## config.mk

```make
export PLATFORM = sky130hd
export DESIGN_NAME = properties_text_tokenizer
export DESIGN_NICKNAME = d
export VERILOG_FILES = /design/src/sv/ptt_pkg.sv /design/src/sv/ptt_front.sv /design/src/sv/ptt_queue.sv /design/src/sv/ptt_back.sv /design/src/sv/properties_text_tokenizer.sv
export SDC_FILE = /design/constraint.sdc
export NUM_CORES = 1
export LEC_CHECK = 0
export BUFFER_PORTS_ARGS = -buffer_cell sky130_fd_sc_hd__buf_2
export CAP_MARGIN = 20
export CORE_MARGIN = 8
export CORE_UTILIZATION = 40
export DETAILED_ROUTE_END_ITERATION = 16
export PLACE_DENSITY_LB_ADDON = 0.3
export SLEW_MARGIN = 20
export SYNTH_ARGS = -nofsm -noshare
export SYNTH_HDL_FRONTEND = slang
export SYNTH_SLANG_ARGS = --single-unit
```

## constraint.sdc

```tcl
create_clock -name clock -period 3.6 [get_ports clock]
set_input_delay 0.72 -clock clock [delete_from_list [all_inputs] [get_ports clock]]
set_output_delay 0.72 -clock clock [all_outputs]
set_load 0.05 [all_outputs]
```

## src/sv/ptt_pkg.sv

```systemverilog
// ---------------------------------------------------------------------------
// ptt_pkg
// Shared types and constants of the properties text tokenizer.
// ---------------------------------------------------------------------------
package ptt_pkg;

   // parse phases, one-hot
   typedef enum logic [10:0] {
      PH_IDLE    = 11'b000_0000_0001,
      PH_COMMENT = 11'b000_0000_0010,
      PH_KEY     = 11'b000_0000_0100,
      PH_PRESEP  = 11'b000_0000_1000,
      PH_POSTSEP = 11'b000_0001_0000,
      PH_VALUE   = 11'b000_0010_0000,
      PH_ESC     = 11'b000_0100_0000,
      PH_ESCCR   = 11'b000_1000_0000,
      PH_CONT    = 11'b001_0000_0000,
      PH_USKIP   = 11'b010_0000_0000,
      PH_UHEX    = 11'b100_0000_0000
   } phase_type;

   localparam logic [1:0] KIND_KEY   = 2'd0;
   localparam logic [1:0] KIND_VALUE = 2'd1;
   localparam logic [1:0] KIND_END   = 2'd2;

   localparam logic [7:0] CH_HASH  = 8'h23;
   localparam logic [7:0] CH_BANG  = 8'h21;
   localparam logic [7:0] CH_EQ    = 8'h3D;
   localparam logic [7:0] CH_COLON = 8'h3A;
   localparam logic [7:0] CH_BSL   = 8'h5C;
   localparam logic [7:0] CH_U     = 8'h75;
   localparam logic [7:0] CH_T     = 8'h74;
   localparam logic [7:0] CH_N     = 8'h6E;
   localparam logic [7:0] CH_R     = 8'h72;
   localparam logic [7:0] CH_TAB   = 8'h09;
   localparam logic [7:0] CH_LF    = 8'h0A;
   localparam logic [7:0] CH_CR    = 8'h0D;
   localparam logic [7:0] CH_SPACE = 8'h20;

   localparam int QUEUE_DEPTH = 4;
   localparam int QPTR_W      = $clog2(QUEUE_DEPTH);

   typedef struct packed {
      logic [1:0]  kind;
      logic [15:0] ch;
      logic        bad;
   } token_type;

   // one or two tokens caused by one input byte
   typedef struct packed {
      logic      two;
      token_type tok0;
      token_type tok1;
   } entry_type;

   typedef struct packed {
      logic full;
      logic empty;
   } q_status_type;

endpackage

```

## src/sv/ptt_front.sv

```systemverilog
// ---------------------------------------------------------------------------
// ptt_front
// Accepts text bytes, runs the parse state machine and pushes the tokens
// caused by each byte into the queue as one entry.
// ---------------------------------------------------------------------------
module ptt_front import ptt_pkg::*; (
   input  logic         clock,
   input  logic         reset,
   input  logic         req_tvalid,
   output logic         req_tready,
   input  logic [7:0]   req_tdata,   // in_byte
   input  logic         req_tlast,   // is_last
   input  q_status_type q_status,
   output logic         q_push,
   output entry_type    q_wdata
);

   typedef struct packed {
      phase_type phase;
      logic      emit;
      token_type tok;
   } step_type;

   phase_type   phase_ff, phase_in;
   logic [15:0] acc_ff, acc_in;
   logic [2:0]  cnt_ff, cnt_in;

   step_type    st, hex_st;
   logic [15:0] hex_acc, acc_sh;
   logic [2:0]  hex_cnt, cnt_inc;
   logic        hex_ok;
   logic [3:0]  hex_digit;
   logic        eoe, accept;
   logic [7:0]  b;
   token_type   eoe_tok;

   function automatic logic is_eol(input logic [7:0] c);
      return (c == CH_LF) || (c == CH_CR);
   endfunction

   function automatic logic is_blank(input logic [7:0] c);
      return (c == CH_SPACE) || (c == CH_TAB);
   endfunction

   function automatic token_type mk_tok(input logic [1:0] k, input logic [15:0] c,
                                        input logic bd);
      token_type t;
      t.kind = k;
      t.ch   = c;
      t.bad  = bd;
      return t;
   endfunction

   function automatic step_type value_byte(input logic [7:0] c);
      step_type s;
      s.phase = PH_VALUE;
      s.emit  = 1'b0;
      s.tok   = mk_tok(KIND_VALUE, {8'd0, c}, 1'b0);
      if (is_eol(c)) begin
         s.phase = PH_IDLE;
         s.emit  = 1'b1;
         s.tok   = mk_tok(KIND_END, 16'd0, 1'b0);
      end else if (c == CH_BSL) begin
         s.phase = PH_ESC;
      end else begin
         s.emit = 1'b1;
      end
      return s;
   endfunction

   function automatic step_type key_byte(input logic [7:0] c);
      step_type s;
      s.phase = PH_KEY;
      s.emit  = 1'b0;
      s.tok   = mk_tok(KIND_KEY, {8'd0, c}, 1'b0);
      if ((c == CH_EQ) || (c == CH_COLON)) begin
         s.phase = PH_POSTSEP;
      end else if (is_blank(c)) begin
         s.phase = PH_PRESEP;
      end else if (is_eol(c)) begin
         s.phase = PH_IDLE;
         s.emit  = 1'b1;
         s.tok   = mk_tok(KIND_END, 16'd0, 1'b0);
      end else begin
         s.emit = 1'b1;
      end
      return s;
   endfunction

   assign b          = req_tdata;
   assign req_tready = !q_status.full;
   assign accept     = req_tvalid && req_tready;

   // hex digit decode
   always_comb begin
      hex_ok    = 1'b1;
      hex_digit = 4'd0;
      if (b >= 8'h30 && b <= 8'h39) begin
         hex_digit = 4'(b - 8'h30);
      end else if (b >= 8'h61 && b <= 8'h66) begin
         hex_digit = 4'(b - 8'h57);
      end else if (b >= 8'h41 && b <= 8'h46) begin
         hex_digit = 4'(b - 8'h37);
      end else begin
         hex_ok = 1'b0;
      end
   end

   // one byte of a unicode escape
   always_comb begin
      acc_sh       = {acc_ff[11:0], hex_digit};
      cnt_inc      = cnt_ff + 3'd1;
      hex_st.phase = PH_UHEX;
      hex_st.emit  = 1'b0;
      hex_st.tok   = mk_tok(KIND_VALUE, acc_sh, 1'b0);
      hex_acc      = acc_sh;
      hex_cnt      = cnt_inc;
      if (!hex_ok) begin
         hex_acc     = 16'd0;
         hex_cnt     = 3'd0;
         hex_st.emit = 1'b1;
         if (is_eol(b)) begin
            hex_st.phase = PH_IDLE;
            hex_st.tok   = mk_tok(KIND_END, 16'd0, 1'b1);
         end else begin
            hex_st.phase = PH_VALUE;
            hex_st.tok   = mk_tok(KIND_VALUE, {8'd0, b}, 1'b1);
         end
      end else if (cnt_inc >= 3'd4) begin
         hex_st.phase = PH_VALUE;
         hex_st.emit  = 1'b1;
         hex_acc      = 16'd0;
         hex_cnt      = 3'd0;
      end
   end

   always_comb begin
      st.phase = phase_ff;
      st.emit  = 1'b0;
      st.tok   = mk_tok(KIND_VALUE, {8'd0, b}, 1'b0);
      acc_in   = acc_ff;
      cnt_in   = cnt_ff;
      case (phase_ff)
         PH_COMMENT: begin
            if (is_eol(b)) st.phase = PH_IDLE;
         end
         PH_KEY: begin
            st = key_byte(b);
         end
         PH_PRESEP: begin
            if ((b == CH_EQ) || (b == CH_COLON)) begin
               st.phase = PH_POSTSEP;
            end else if (!is_blank(b)) begin
               st = value_byte(b);
            end
         end
         PH_POSTSEP, PH_CONT: begin
            if (!is_blank(b)) st = value_byte(b);
         end
         PH_VALUE: begin
            st = value_byte(b);
         end
         PH_ESC: begin
            if (b == CH_CR) begin
               st.phase = PH_ESCCR;
            end else if (b == CH_LF) begin
               st.phase = PH_CONT;
            end else if (b == CH_U) begin
               acc_in   = 16'd0;
               cnt_in   = 3'd0;
               st.phase = PH_USKIP;
            end else begin
               st.phase = PH_VALUE;
               st.emit  = 1'b1;
               if (b == CH_T)      st.tok.ch = {8'd0, CH_TAB};
               else if (b == CH_N) st.tok.ch = {8'd0, CH_LF};
               else if (b == CH_R) st.tok.ch = {8'd0, CH_CR};
            end
         end
         PH_ESCCR: begin
            if ((b == CH_LF) || is_blank(b)) st.phase = PH_CONT;
            else                             st = value_byte(b);
         end
         PH_USKIP: begin
            // repeated u after the backslash is skipped
            if (b != CH_U) begin
               st     = hex_st;
               acc_in = hex_acc;
               cnt_in = hex_cnt;
            end
         end
         PH_UHEX: begin
            st     = hex_st;
            acc_in = hex_acc;
            cnt_in = hex_cnt;
         end
         default: begin
            if ((b == CH_HASH) || (b == CH_BANG)) begin
               st.phase = PH_COMMENT;
            end else if (is_eol(b) || is_blank(b)) begin
               st.phase = PH_IDLE;
            end else begin
               st = key_byte(b);
            end
         end
      endcase

      // end of file closes an open entry
      eoe      = req_tlast && (st.phase != PH_IDLE) && (st.phase != PH_COMMENT);
      phase_in = st.phase;
      if (req_tlast) begin
         phase_in = PH_IDLE;
         acc_in   = 16'd0;
         cnt_in   = 3'd0;
      end
   end

   assign eoe_tok      = mk_tok(KIND_END, 16'd0, 1'b0);
   assign q_push       = accept && (st.emit || eoe);
   assign q_wdata.two  = st.emit && eoe;
   assign q_wdata.tok0 = st.emit ? st.tok : eoe_tok;
   assign q_wdata.tok1 = eoe_tok;

   always_ff @(posedge clock) begin
      if (reset) begin
         phase_ff <= PH_IDLE;
         acc_ff   <= 16'd0;
         cnt_ff   <= 3'd0;
      end else if (accept) begin
         phase_ff <= phase_in;
         acc_ff   <= acc_in;
         cnt_ff   <= cnt_in;
      end
   end

endmodule

```

## src/sv/ptt_queue.sv

```systemverilog
// ---------------------------------------------------------------------------
// ptt_queue
// Short queue of token entries between the parser and the output stage.
// ---------------------------------------------------------------------------
module ptt_queue import ptt_pkg::*; (
   input  logic         clock,
   input  logic         reset,
   input  logic         push,
   input  entry_type    wdata,
   input  logic         pop,
   output entry_type    rdata,
   output q_status_type status
);

   entry_type            mem_ff [QUEUE_DEPTH];
   logic [QPTR_W-1:0]    wr_ff, wr_in, rd_ff, rd_in;
   logic [QPTR_W:0]      cnt_ff, cnt_in;
   logic                 do_push, do_pop;

   assign status.full  = (cnt_ff == (QPTR_W+1)'(QUEUE_DEPTH));
   assign status.empty = (cnt_ff == '0);
   assign do_push      = push && !status.full;
   assign do_pop       = pop && !status.empty;
   assign rdata        = mem_ff[rd_ff];

   always_comb begin
      wr_in  = do_push ? wr_ff + 1'b1 : wr_ff;
      rd_in  = do_pop ? rd_ff + 1'b1 : rd_ff;
      cnt_in = cnt_ff;
      if (do_push && !do_pop)      cnt_in = cnt_ff + 1'b1;
      else if (do_pop && !do_push) cnt_in = cnt_ff - 1'b1;
   end

   always_ff @(posedge clock) begin
      if (reset) begin
         wr_ff  <= '0;
         rd_ff  <= '0;
         cnt_ff <= '0;
      end else begin
         wr_ff  <= wr_in;
         rd_ff  <= rd_in;
         cnt_ff <= cnt_in;
      end
   end

   always_ff @(posedge clock) begin
      if (do_push) mem_ff[wr_ff] <= wdata;
   end

endmodule

```

## src/sv/ptt_back.sv

```systemverilog
// ---------------------------------------------------------------------------
// ptt_back
// Output stage: takes queue entries apart into single tokens and holds
// each in the output register until the receiver takes it.
// ---------------------------------------------------------------------------
module ptt_back import ptt_pkg::*; (
   input  logic         clock,
   input  logic         reset,
   input  entry_type    q_rdata,
   input  q_status_type q_status,
   output logic         q_pop,
   output logic         rsp_tvalid,
   input  logic         rsp_tready,
   output logic [15:0]  rsp_tdata,   // char_value
   output logic [2:0]   rsp_tuser,   // token_kind [1:0], bad_escape [2]
   output logic         rsp_tlast    // last_in_run
);

   logic        valid_ff, valid_in;
   logic [15:0] data_ff;
   logic [2:0]  user_ff;
   logic        last_ff;
   logic        sel_ff, sel_in;
   logic        load, fin;
   token_type   cur;

   assign load  = !valid_ff || rsp_tready;
   assign cur   = sel_ff ? q_rdata.tok1 : q_rdata.tok0;
   // second token of the entry, or the only one
   assign fin   = !q_rdata.two || sel_ff;
   assign q_pop = load && !q_status.empty && fin;

   always_comb begin
      valid_in = valid_ff;
      sel_in   = sel_ff;
      if (load) begin
         valid_in = !q_status.empty;
         if (!q_status.empty) sel_in = !fin;
      end
   end

   always_ff @(posedge clock) begin
      if (reset) begin
         valid_ff <= 1'b0;
         sel_ff   <= 1'b0;
      end else begin
         valid_ff <= valid_in;
         sel_ff   <= sel_in;
      end
   end

   always_ff @(posedge clock) begin
      if (load && !q_status.empty) begin
         data_ff <= cur.ch;
         user_ff <= {cur.bad, cur.kind};
         last_ff <= fin;
      end
   end

   assign rsp_tvalid = valid_ff;
   assign rsp_tdata  = data_ff;
   assign rsp_tuser  = user_ff;
   assign rsp_tlast  = last_ff;

endmodule

```

## src/sv/properties_text_tokenizer.sv

```systemverilog
// ---------------------------------------------------------------------------
// properties_text_tokenizer
// Splits a properties text into key characters, value characters and
// end-of-entry marks, one input byte per cycle while the queue has room.
// ---------------------------------------------------------------------------
// usage
//   req: one text byte per transaction in tdata, tlast on the final byte of
//   the file (closes any open entry and returns the parser to between entries)
//   rsp: one token per transaction, char_value in tdata, token_kind and
//   bad_escape in tuser, tlast on the final token caused by one input byte
//   a byte causes zero, one or two tokens
// timing
//   the parser takes one byte per cycle as long as its four-entry queue has
//   room; while rsp_tready is high the queue empties at one token per cycle,
//   so bytes that cause two tokens let the queue fill and briefly hold off
//   req_tready; tokens go through the queue memory, then the output register
// reset
//   synchronous; clears the parse state, the queue and the output valid flag
// stall
//   a token waits in the output register while rsp_tready is low; the parser
//   keeps accepting bytes until the queue is full
// ---------------------------------------------------------------------------
module properties_text_tokenizer import ptt_pkg::*; (
   input  logic        clock,
   input  logic        reset,
   input  logic        req_tvalid,
   output logic        req_tready,
   input  logic [7:0]  req_tdata,   // in_byte
   input  logic        req_tlast,   // is_last
   output logic        rsp_tvalid,
   input  logic        rsp_tready,
   output logic [15:0] rsp_tdata,   // char_value
   output logic [2:0]  rsp_tuser,   // token_kind [1:0], bad_escape [2]
   output logic        rsp_tlast    // last_in_run
);

   q_status_type q_status;
   logic         q_push, q_pop;
   entry_type    q_wdata, q_rdata;

   ptt_front u_front (
      .clock      (clock),
      .reset      (reset),
      .req_tvalid (req_tvalid),
      .req_tready (req_tready),
      .req_tdata  (req_tdata),
      .req_tlast  (req_tlast),
      .q_status   (q_status),
      .q_push     (q_push),
      .q_wdata    (q_wdata)
   );

   ptt_queue u_queue (
      .clock  (clock),
      .reset  (reset),
      .push   (q_push),
      .wdata  (q_wdata),
      .pop    (q_pop),
      .rdata  (q_rdata),
      .status (q_status)
   );

   ptt_back u_back (
      .clock      (clock),
      .reset      (reset),
      .q_rdata    (q_rdata),
      .q_status   (q_status),
      .q_pop      (q_pop),
      .rsp_tvalid (rsp_tvalid),
      .rsp_tready (rsp_tready),
      .rsp_tdata  (rsp_tdata),
      .rsp_tuser  (rsp_tuser),
      .rsp_tlast  (rsp_tlast)
   );

endmodule
```

## Word-level counts from Yosys, hierarchy flattened

Memory sizes are Yosys's and may differ from the RTL's. A register that Yosys moved wholly into a read port is not among the register bits.
Cells that the tools add are included.

- Divide/modulo/power cells: 0
- Reduce and logical (&&, ||, !) cells: 37
- Shift-type cells: 0
- $add $sub $neg: 8
- Bitwise operators: 1
- $mul: 0
- Magnitude comparators: 7
- Equal/unequal tests: 31
- Muxes and demuxes: 74

Operators by type and width:

| kind | count |
|---|---|
| $pmux 16 s9 | 1 |
| $mux 12 | 10 |
| $mux 20 | 6 |
| $mux 19 | 6 |
| $mux 11 | 9 |
| $pmux 11 s9 | 1 |
| $mux 16 | 4 |
| $mux 31 | 2 |
| $eq 8x6->1 const B | 5 |
| $eq 8x7->1 const B | 5 |
| $pmux 12 s3 | 1 |
| $mux 3 | 10 |
| $eq 8x4->1 const B | 3 |
| $ge 8x7->1 const B | 2 |
| $le 8x7->1 const B | 2 |
| $mux 4 | 4 |
| $mux 8 | 2 |
| $pmux 2 s8 | 1 |
| $logic_and 1x1->1 | 14 |
| $eq 11x10->1 const B | 1 |
| $eq 11x11->1 const B | 1 |
| $eq 11x2->1 const B | 1 |
| $eq 11x3->1 const B | 1 |
| $eq 11x4->1 const B | 1 |
| 36 further kinds | 65 |

- Output and inout bits: 22
- Bits in latches: 0
- Logic and storage cells: 170
- RAM bits: 80
- Memories: 1
- Bits in registers: 55
- Memory bits (read-only): 0

Memory list:

| memory | words | width | read ports | clocked after Yosys merged registers in | write ports | RTL line | source |
|---|---|---|---|---|---|---|---|
| u_queue.mem_ff | 4 | 20 | 1 | 1 | 1 | ptt_queue.sv:15 | `entry_type mem_ff [QUEUE_DEPTH];` |

## Logic depth before layout (Yosys ltp)

Gate-level depths: netlist (run 1).

- Depth in word-level cells: 18
- Mapped depth: 15
- Depth with buffers taken out: 14

## Modules after synthesis

Synthesis (run 1) repeated with hierarchy kept, for this count alone.

- Cell total of the unflattened synthesis: 682
- Area total of the unflattened synthesis: 9,766.9 um^2

Modules (own cells, without submodules):

| module | area each (um^2) | times used | cells each |
|---|---|---|---|
| ptt_queue | 6,080.8 | 1 | 251 |
| ptt_front | 2,758.9 | 1 | 379 |
| ptt_back | 927.1 | 1 | 52 |

## Worst setup path after synthesis (run 1)

No wires, ideal clock.

- Path kind: input port to flip-flop
- Start point: in req_tdata[0]
- End point: reg u_queue.cnt_ff[2]
- Required time: 3,530 ps
- Path buffers: 0
- Slack: -152 ps
- Setup time: 70 ps
- Arrival: 3,682 ps
- Stages on the path: 14
- Cell sequence: inv_1 -> ha_1 -> mux2_2 -> and3_1 -> nor4b_1 -> a2bb2oi_1 -> o41a_4 -> a31oi_4 -> ha_1 -> inv_1 -> fa_1 -> xor2_1 -> or3_1 -> a21oi_1

- Cells in the longest elaborated chain, start to end: 17
- Elaborated cells on any way between the ends: 70

Ends and longest elaborated chain:

| item | RTL line | source |
|---|---|---|
| start, declared | properties_text_tokenizer.sv:28 | `input logic [7:0] req_tdata,` |
| $ge 8x7->1, or another cell as far along | ptt_front.sv:102 | `end else if (b >= 8'h41 && b <= 8'h46) begin` |
| $logic_and 1x1->1 or $logic_or 1x1->1 (tied branches) | ptt_front.sv:102, ptt_front.sv:38 |  |
| $mux 1 or $mux 3 (tied branches) | ptt_front.sv:102, ptt_front.sv:80 |  |
| $mux 1 or $mux 4 (tied branches) | ptt_front.sv:100, ptt_front.sv:78 |  |
| $mux 1 or $mux 11 (tied branches) | ptt_front.sv:98, ptt_front.sv:76 |  |
| $mux 12 or $mux 11 (tied branches) | ptt_front.sv:118, ptt_front.sv:200 |  |
| $mux 31 or $mux 11 (tied branches) | ptt_front.sv:186, ptt_front.sv:198 |  |
| $pmux 11 s9 | ptt_front.sv:143 | `case (phase_ff)` |
| $ne 11x1->1 | ptt_front.sv:209 | `eoe = req_tlast && (st.phase != PH_IDLE) && (st.phase != PH_COMMENT);` |
| $logic_and 1x1->1 (2 in series) | ptt_front.sv:209 |  |
| $logic_or 1x1->1 (*) | ptt_front.sv:219 | `assign q_push = accept && (st.emit \|\| eoe);` |
| $logic_and 1x1->1 (*) | ptt_front.sv:219 |  |
| $logic_and 1x1->1 (*) | ptt_queue.sv:22 | `assign do_push = push && !status.full;` |
| named net u_queue.do_push | ptt_queue.sv:18 | `logic do_push, do_pop;` |
| $logic_not 1->1 | ptt_queue.sv:31 | `else if (do_pop && !do_push) cnt_in = cnt_ff - 1'b1;` |
| $logic_and 1x1->1 | ptt_queue.sv:31 |  |
| $reduce_bool 2->1 (no source line) | -- |  |
| end signal, assigned | ptt_queue.sv:42 | `cnt_ff <= cnt_in;` |
| end, declared | ptt_queue.sv:17 | `logic [QPTR_W:0] cnt_ff, cnt_in;` |

The timed path passes the listed nets; every way through them passes the cells marked *.
A chain may end at the register's enable or synchronous reset.

## Worst setup path in the final report (run 1)

Same ends and word-level chain as after synthesis.

==> summary.md, run 1 <==
| Metric | Value |
|---|---|
| Status | `complete, no violations` |
| Inst Count DP | `around 810` |
| Post-route DRC | `0` |
| Seq pwr share | `0.417` |
| CP Data Required Time | `between 3 and 4 ns` |
| Async SR Flop Fraction | `0` |
| Post-synthesis simple-gate area fraction | `0.164` |
| Yosys top cell area share | `0.455` |
| Final Skew | `just under 0.01 ns` |
| Final hold vios | `0` |
| Share of layout cells above drive strength 1 | `0.312` |
| CTS Buffer Depth | `2` |
| Final cycle utilization of the critical path | `0.947` |
| Crit path max-delay family | `compound AO/OA/AOI/OAI gates` |
| Main combinational cell family by area after synthesis | `simple AND/OR/NAND/NOR gates` |
| Initial drt markers | `between 300 and 400` |
| Max-cap violations | `0` |
| Worst Path Max Fanout | `4` |
| Count leader, synth | `edfxtp_1` |
| Vias in the first global route | `between 4,000 and 5,000` |
| Port Buffers | `34` |
| Place WS | `-0.251 ns` |
| Synth Area in XOR/XNOR | `0.0171` |
| CTS Root Cell | `clkbuf_16` |
| Die Ht | `144 um` |
| Drt total wl | `15,400 um` |
| Gate power share | `0.277` |
| Fin. max-slew vios | `0` |
| Delay of the slowest critical-path stage | `about 0.43 ns` |
| CP Buf/Inv Count | `3` |
| Dpl hpwl | `11,400 um` |
| Layout Cells excl Fill | `between 800 and 900` |
| Overall Global Routing Usage | `0.154` |
| Number of synthesized flops with an enable pin | `100` |
| Gpl congestion | `0.977` |
| Top post-synthesis cells by area | `edfxtp_1 46%, dfxtp_1 11%, mux4_2 6.8%, nor2b_1 2.2%, nor2_1 2.2%` |
| Overall Power | `5.13 mW` |
| Top_reg_cell synth | `edfxtp_1` |
| Post-synthesis adder-cell area fraction | `0.0239` |
| FF-to-FF Start | `u_front.phase_ff[10]$_SDFFE_PP0P_` |
| Initial antenna violation count | `0` |
| Gr ovfl total | `0` |
| Final WS setup | `0.190 ns` |
| H-tree depth | `4` |
| TritonCTS Buffers | `17` |
| DR WL/cell | `18.2 um` |
| Drt first pass iters | `5` |
| WS Path Type | `primary input to flop` |
| Mapped Nets | `539` |
| Critical path launch point type | `primary input` |
| Hold Buf Count CTS | `0` |
| Final nets | `638` |
| Die Footprint | `0.0209 mm^2` |
| CP startpoint | `req_tdata[0]` |
| CTS tree | `built` |
| Internal | `3.48 mW` |
| Sequential-to-total area share from yosys stat | `0.568` |
| Synth area leader | `edfxtp_1` |
| Power share of the clock group | `0.305` |
| Row cnt | `47` |
| Clk_lat worst skew | `0.41 ns` |
| Synth cell types | `87` |
| Max-slew headroom | `0.477` |
| Area grow syn2layout | `22.9%` |
| Final setup violation count | `0` |
| Compound-gate portion of the synthesized area | `0.120` |
| F_max | `just under 0.3 GHz` |
| Initial core utilization | `0.403` |
| Worst setup EP type | `flop` |
| Reg clk slew, reported paths | `about 0.060 ns` |
| Smallest hold slack | `0.477 ns` |
| # IOs | `35` |
| Switching power | `between 1.5 and 2 mW` |
| Avg Cell Area, Syn | `about 13 um^2` |
| Post-synth top cells | `100 x edfxtp_1, 38 x nor2_1, 37 x dfxtp_1` |
| Remaining antenna violation count | `0` |
| Crit path time final | `around 3.4 ns` |
| First-pass GRT wire length | `24,300 um` |
| Crit-path most repeated cell | `inv_1` |
| Critical path, cell by cell | `buf_2 > inv_1 > ha_1 > and3b_1 > o21bai_1 > a21boi_1 > a2111oi_2 > o211ai_2 > a31oi_4 > ha_2 > inv_1 > fa_1 > xor2_1 > or3_1 > a21oi_1` |
| Proportion of synthesized area in mux cells | `0.0800` |
| Final core utilization | `0.496` |
| RSZ-0062 raised after global routing | `false` |
| Die X | `approximately 140 um` |
| Min-delay worst type | `flop to flop` |
| Worst-Margin Slew | `0.784 ns` |
| IR drop worst, VDD | `0.331 mV` |
| Leakage | `2.96 nW` |
| Core area | `approximately 0.016 mm^2` |
| DR vias/cell | `5.36` |
| Mapped Cells | `514` |
| FF+latch count, synth | `roughly 140` |
| Hold_sp | `u_front.acc_ff[8]$_SDFFE_PP0P_` |
| Via count | `roughly 4,500` |
| Maximum number of pins on one net before global-route repair | `26` |
| Sw Ratio | `0.321` |
| Slowest library cell on the worst path | `fa_1` |
| PD cells | `633 mW/mm^2` |
| Yosys synthesis warning count | `0` |
| Mapped Area | `0.00660 mm^2` |
| Clock sink total | `137` |
| Antenna Cells | `0` |
| Worst path arrival time | `3.74 ns` |
worst paths after layout:
check,end,cells past startpoint,slack (ns)
setup / recovery,u_queue.cnt_ff[2]$_SDFFE_PP0P_,15,0.19
setup reg to reg,u_queue.cnt_ff[2]$_SDFFE_PP0P_,12,0.19
hold reg to reg,u_front.acc_ff[8]$_SDFFE_PP0P_,1,0.48
hold / removal,u_front.acc_ff[8]$_SDFFE_PP0P_,1,0.48
sequential cells by signal, indices dropped and copies added (netlist names), named ones only:
register and count:
u_queue.mem_ff 80, u_back.rsp_tuser 3, u_back.rsp_tvalid 1, u_front.cnt_ff 3, u_queue.cnt_ff 3, u_back.sel_ff 1
u_queue.wr_ff 2, u_front.phase_ff 11, u_back.rsp_tdata 16, u_queue.rd_ff 2, u_front.acc_ff 12, u_back.rsp_tlast 1
placed cells by master, fill, tap and decap left out, types with 3 or more instances in the layout:
cell       netlist  final
edfxtp_1       100    100
buf_4            1     66
nor2_1          38     38
dfxtp_1         37     37
buf_2           11     34
nand2_1         25     25
nor2b_1         23     23
a21oi_1         25     23
mux4_2          20     20
o21ai_0         18     18
clkbuf_16        0     18
and2_1          16     16
inv_1           13     13
nor3_1          12     12
a22o_1          12     12
nand3_1         10     10
ha_1            11      8
xor2_1           7      7
nor4_1           7      7
nand4_1          6      6
nand2b_1         6      6
and4_1           5      5
xnor2_1          4      4
or3_1            4      4
mux2i_1          4      4
a22oi_1          4      4
a31oi_1          4      4
clkinv_2         0      4
inv_4            0      4
buf_12           0      4
nand4b_1         3      3
worst register-to-register path, stage by stage (launching register included):
cell and delay [ns]:
dfxtp_1 0.57, xnor2_2 0.20, nand4b_1 0.19, and4_4 0.31
nand2b_2 0.08, o41a_4 0.45, a31oi_4 0.21, ha_2 0.20
inv_1 0.06, fa_1 0.43, xor2_1 0.18, or3_1 0.30
a21oi_1 0.16
layout make-up:
cell class | instances | area [um^2]
inverter | 14 | 52.6
clock buffer | 22 | 487
clock inverter | 10 | 62.6
multi-input combinational | 339 | 2740
sequential | 137 | 3740
fill | 1451 | 8240
timing repair buffer | 104 | 746
tap | 220 | 275
what timing repair did:
item	in CTS	in global routing
buffers inserted	0	0
resized for setup	0	2
setup endpoints to repair	0	1
kinds of logic after synthesis:
family,after synthesis
mux,27
simple gates,184
xor+xnor,12
buf+inv,38
flops,137
fa+ha+maj,12
compound gates,104
per-stage QoR:
stage	area [um^2]	TNS (ns)
floorplan	6650	0
finish	8100	0
detailed placement	7540	-0.251
CTS	8090	0
global placement	7540	-0.154
global route	8100	0
power groups by stage:
stage	sequential (mW)	combinational [mW]	clock (mW)
6_report	2.14	1.42	1.57
2_1_floorplan	2.59	0.625	0
3_3_place_gp	2.16	1.42	0
4_1_cts	2.15	1.44	1.59
5_1_grt	2.17	1.53	1.67
3_5_place_dp	2.18	1.44	0
per-layer routing:
metal,GRT usage,vias up,wire [um]
met1,0.198,2207,6880
li1,-,2177,-
met5,0,-,0
met2,0.250,134,7410
met3,0.0357,13,818
met4,0.0526,0,262
(Power assumes the default switching activity.)
==> inputs of run 2 (changes only) <==
- ABC_AREA: unset -> 1
==> run 2 against run 1 <==
  * Total power up 5.9%
  * Die area is 2.9% higher
  * Clock skew grew 0.0031 ns
  * Highest routed layer unchanged
  * Non-clock buffer count fell by 44
  * Fmax grew 8.8%
  * Global-route usage fell by 0.22 points
  * Final cell count rose by 25%
  * Critical path depth increased by 7
==> summary.md, run 2 <==
| Metric | Value |
|---|---|
| Post-CTS setup buffer count | `0 (unchanged)` |
| Number of synthesized flops with an enable pin | `100 (unchanged)` |
| Sw Ratio | `0.351 (was 0.321)` |
| Dpl hpwl | `11,100 um (was 11,400 um)` |
| TNS Setup | `0 ns (unchanged)` |
| Top post-synthesis cells by area | `edfxtp_1 44%, dfxtp_1 11%, nor2_1 8.0%, nand2_1 7.0%, o21ai_0 4.8% (was edfxtp_1 46%, dfxtp_1 11%, mux4_2 6.8%, nor2b_1 2.2%, nor2_1 2.2%)` |
| Drt first pass iters | `5 (unchanged)` |
| Hold Buf Count CTS | `0 (unchanged)` |
| RSZ-0062 raised after global routing | `false (unchanged)` |
| Post-Place Cell Area | `0.00740 mm^2 (was 0.00754 mm^2)` |
| Max-cap violations | `0 (unchanged)` |
| Final nets | `847 (was 638)` |
| First-pass GRT wire length | `25,900 um (was 24,300 um)` |
| Count leader, synth | `nor2_1 (was edfxtp_1)` |
| Most frequent cells in the layout | `142 x nor2_1, 127 x nand2_1, 100 x edfxtp_1 (was 100 x edfxtp_1, 66 x buf_4, 38 x nor2_1)` |
| Die Ht | `146 um (was 144 um)` |
| Die X | `146 um (was 144 um)` |
| Remaining antenna violation count | `0 (unchanged)` |
| Place WS | `0.0905 ns (was -0.251 ns)` |
| Switching power | `1.91 mW (was 1.65 mW)` |
| Final WS setup | `0.465 ns (was 0.190 ns)` |
| Gr ovfl total | `0 (unchanged)` |
| Mapped Cells | `768 (was 514)` |
| Async SR Flop Fraction | `0 (unchanged)` |
| Worst-Margin Slew | `0.520 ns (was 0.784 ns)` |
| Overall Power | `5.43 mW (was 5.13 mW)` |
| Die Footprint | `0.0215 mm^2 (was 0.0209 mm^2)` |
| Synth area leader | `edfxtp_1 (unchanged)` |
| Yosys synthesis warning count | `0 (unchanged)` |
| PD cells | `681 mW/mm^2 (was 633 mW/mm^2)` |
| Port Buffers | `34 (unchanged)` |
| Worst setup EP type | `flop (unchanged)` |
| Core area | `0.0166 mm^2 (was 0.0163 mm^2)` |
| Mapped Area | `0.00681 mm^2 (was 0.00660 mm^2)` |
| CTS Root Cell | `clkbuf_16 (unchanged)` |
| Max reg flops | `80 (unchanged)` |
| # IOs | `35 (unchanged)` |
| Max-slew headroom | `0.653 (was 0.477)` |
| Worst path arrival time | `3.48 ns (was 3.74 ns)` |
| FF+latch count, synth | `137 (unchanged)` |
| Internal | `3.53 mW (was 3.48 mW)` |
| Leakage | `3.20 nW (was 2.96 nW)` |
| Worst Path Max Fanout | `6 (was 4)` |
| Avg Cell Area, Syn | `8.87 um^2 (was 12.8 um^2)` |
| CTS Buffer Depth | `2 (unchanged)` |
| Post-route DRC | `0 (unchanged)` |
| F_max | `0.319 GHz (was 0.293 GHz)` |
| Critical path launch point type | `primary input (unchanged)` |
| Yosys top cell area share | `0.441 (was 0.455)` |
| DR vias/cell | `5.08 (was 5.36)` |
| Initial drt markers | `373 (was 334)` |
| Share of layout cells above drive strength 1 | `0.165 (was 0.312)` |
| TritonCTS Buffers | `17 (unchanged)` |
| Vias in the first global route | `5,089 (was 4,545)` |
| Drt total wl | `16,000 um (was 15,400 um)` |
| Final Skew | `0.0128 ns (was 0.00972 ns)` |
| Sequential-to-total area share from yosys stat | `0.550 (was 0.568)` |
| Smallest hold slack | `0.464 ns (was 0.477 ns)` |
| DR WL/cell | `15.2 um (was 18.2 um)` |
| Status | `complete, no violations (unchanged)` |
| H-tree depth | `4 (unchanged)` |
| Clock sink total | `137 (unchanged)` |
| Area grow syn2layout | `17.2% (was 22.9%)` |
| Synth cell types | `48 (was 87)` |
| Fin area | `0.00798 mm^2 (was 0.00810 mm^2)` |
| WS Path Type | `primary input to flop (unchanged)` |
| Power share of the clock group | `0.317 (was 0.305)` |
| CTS tree | `built (unchanged)` |
| IR drop worst, VDD | `0.503 mV (was 0.331 mV)` |
| Final hold vios | `0 (unchanged)` |
| Final cycle utilization of the critical path | `0.871 (was 0.947)` |
| Mapped Nets | `793 (was 539)` |
| Fin. max-slew vios | `0 (unchanged)` |
| Post-synth top cells | `145 x nor2_1, 127 x nand2_1, 100 x edfxtp_1 (was 100 x edfxtp_1, 38 x nor2_1, 37 x dfxtp_1)` |
| Most common cell after layout, fill and taps aside | `nor2_1 (was edfxtp_1)` |
| Min-delay worst type | `flop to flop (unchanged)` |
| Top reg by flops | `u_queue.mem_ff (unchanged)` |
| # resized after CTS | `0 (unchanged)` |
| Crit path time final | `3.13 ns (was 3.41 ns)` |
| Overall Global Routing Usage | `0.152 (was 0.154)` |
| Row cnt | `47 (unchanged)` |
| Seq pwr share | `0.392 (was 0.417)` |
| Reg clk slew, reported paths | `0.06 ns (about the same)` |
| Initial core utilization | `0.409 (was 0.403)` |
| Via count | `5,355 (was 4,531)` |
| Antenna Cells | `0 (unchanged)` |
| Final setup violation count | `0 (unchanged)` |
| Top_reg_cell synth | `edfxtp_1 (unchanged)` |
| Clk_lat worst skew | `0.42 ns (was 0.41 ns)` |
| Gpl congestion | `0.990 (was 0.977)` |
| Gate power share | `0.291 (was 0.277)` |
| Initial antenna violation count | `0 (unchanged)` |
| Maximum number of pins on one net before global-route repair | `41 (was 26)` |
| CP Data Required Time | `3.94 ns (was 3.93 ns)` |
[run 2: cell families (layout without fill, tap and decap cells)]
logic type / count (synthesis) / count (layout) / share of synthesized area
buf+inv: 99 / 166 / 0.0588
compound gates: 151 / 151 / 0.123
flops: 137 / 137 / 0.550
xor+xnor: 3 / 3 / 0.00386
fa+ha+maj: 12 / 12 / 0.0231
simple gates: 366 / 366 / 0.242
[run 2: final timing paths]
path	slack, ns	endpoint	cells after the start	startpoint
max	0.47	u_queue.cnt_ff[2]$_SDFFE_PP0P_	22	req_tdata[0]
min	0.46	u_front.acc_ff[11]$_SDFFE_PP0P_	2	u_front.acc_ff[11]$_SDFFE_PP0P_
max reg2reg	0.67	u_queue.cnt_ff[2]$_SDFFE_PP0P_	21	u_front.phase_ff[10]$_SDFFE_PP0P_
min reg2reg	0.46	u_front.acc_ff[11]$_SDFFE_PP0P_	2	u_front.acc_ff[11]$_SDFFE_PP0P_
[run 2: critical path, cell delays in order]
cell	delay, ns
buf_2	0.10
inv_1	0.10
ha_1	0.30
nand3_4	0.14
nand2_1	0.09
nand2_2	0.12
nor2_1	0.08
a21oi_1	0.13
nand3_1	0.13
nor2_1	0.16
nand4_1	0.14
nand2_2	0.11
nand2_4	0.05
inv_1	0.05
ha_1	0.13
inv_1	0.07
fa_1	0.45
nor2_1	0.11
nor2_1	0.05
nand2_1	0.07
o21ai_0	0.07
a21oi_1	0.13
[run 2: layout make-up]
cell class	instances	area, um^2
fill	1578	8660
sequential	137	3740
multi-input combinational	532	2680
clock buffer	19	433
timing repair buffer	60	415
inverter	74	280
tap	220	275
clock inverter	13	151
[run 2: per-stage QoR]
stage           util  std cells
2_1_floorplan      -        768
3_3_place_gp   0.444       1023
3_5_place_dp   0.444       1023
4_1_cts        0.480       1055
5_1_grt        0.480       1055
6_report       0.480       1055
[run 2: power groups by stage]
stage               logic, mW  clock network (mW)  registers (mW)
global placement         1.58                   0            2.16
global route             1.74                1.82            2.15
floorplan               0.701                   0            2.60
CTS                      1.60                1.75            2.13
detailed placement       1.59                   0            2.16
finish                   1.58                1.72            2.13
[run 2: layer usage]
metal / track usage / up-vias / routed length, um
met3: 0.0334 / 28 / 766
met1: 0.188 / 2503 / 7320
met4: 0.0649 / 0 / 312
met2: 0.251 / 119 / 7630
li1: - / 2705 / -
met5: 0 / - / 0
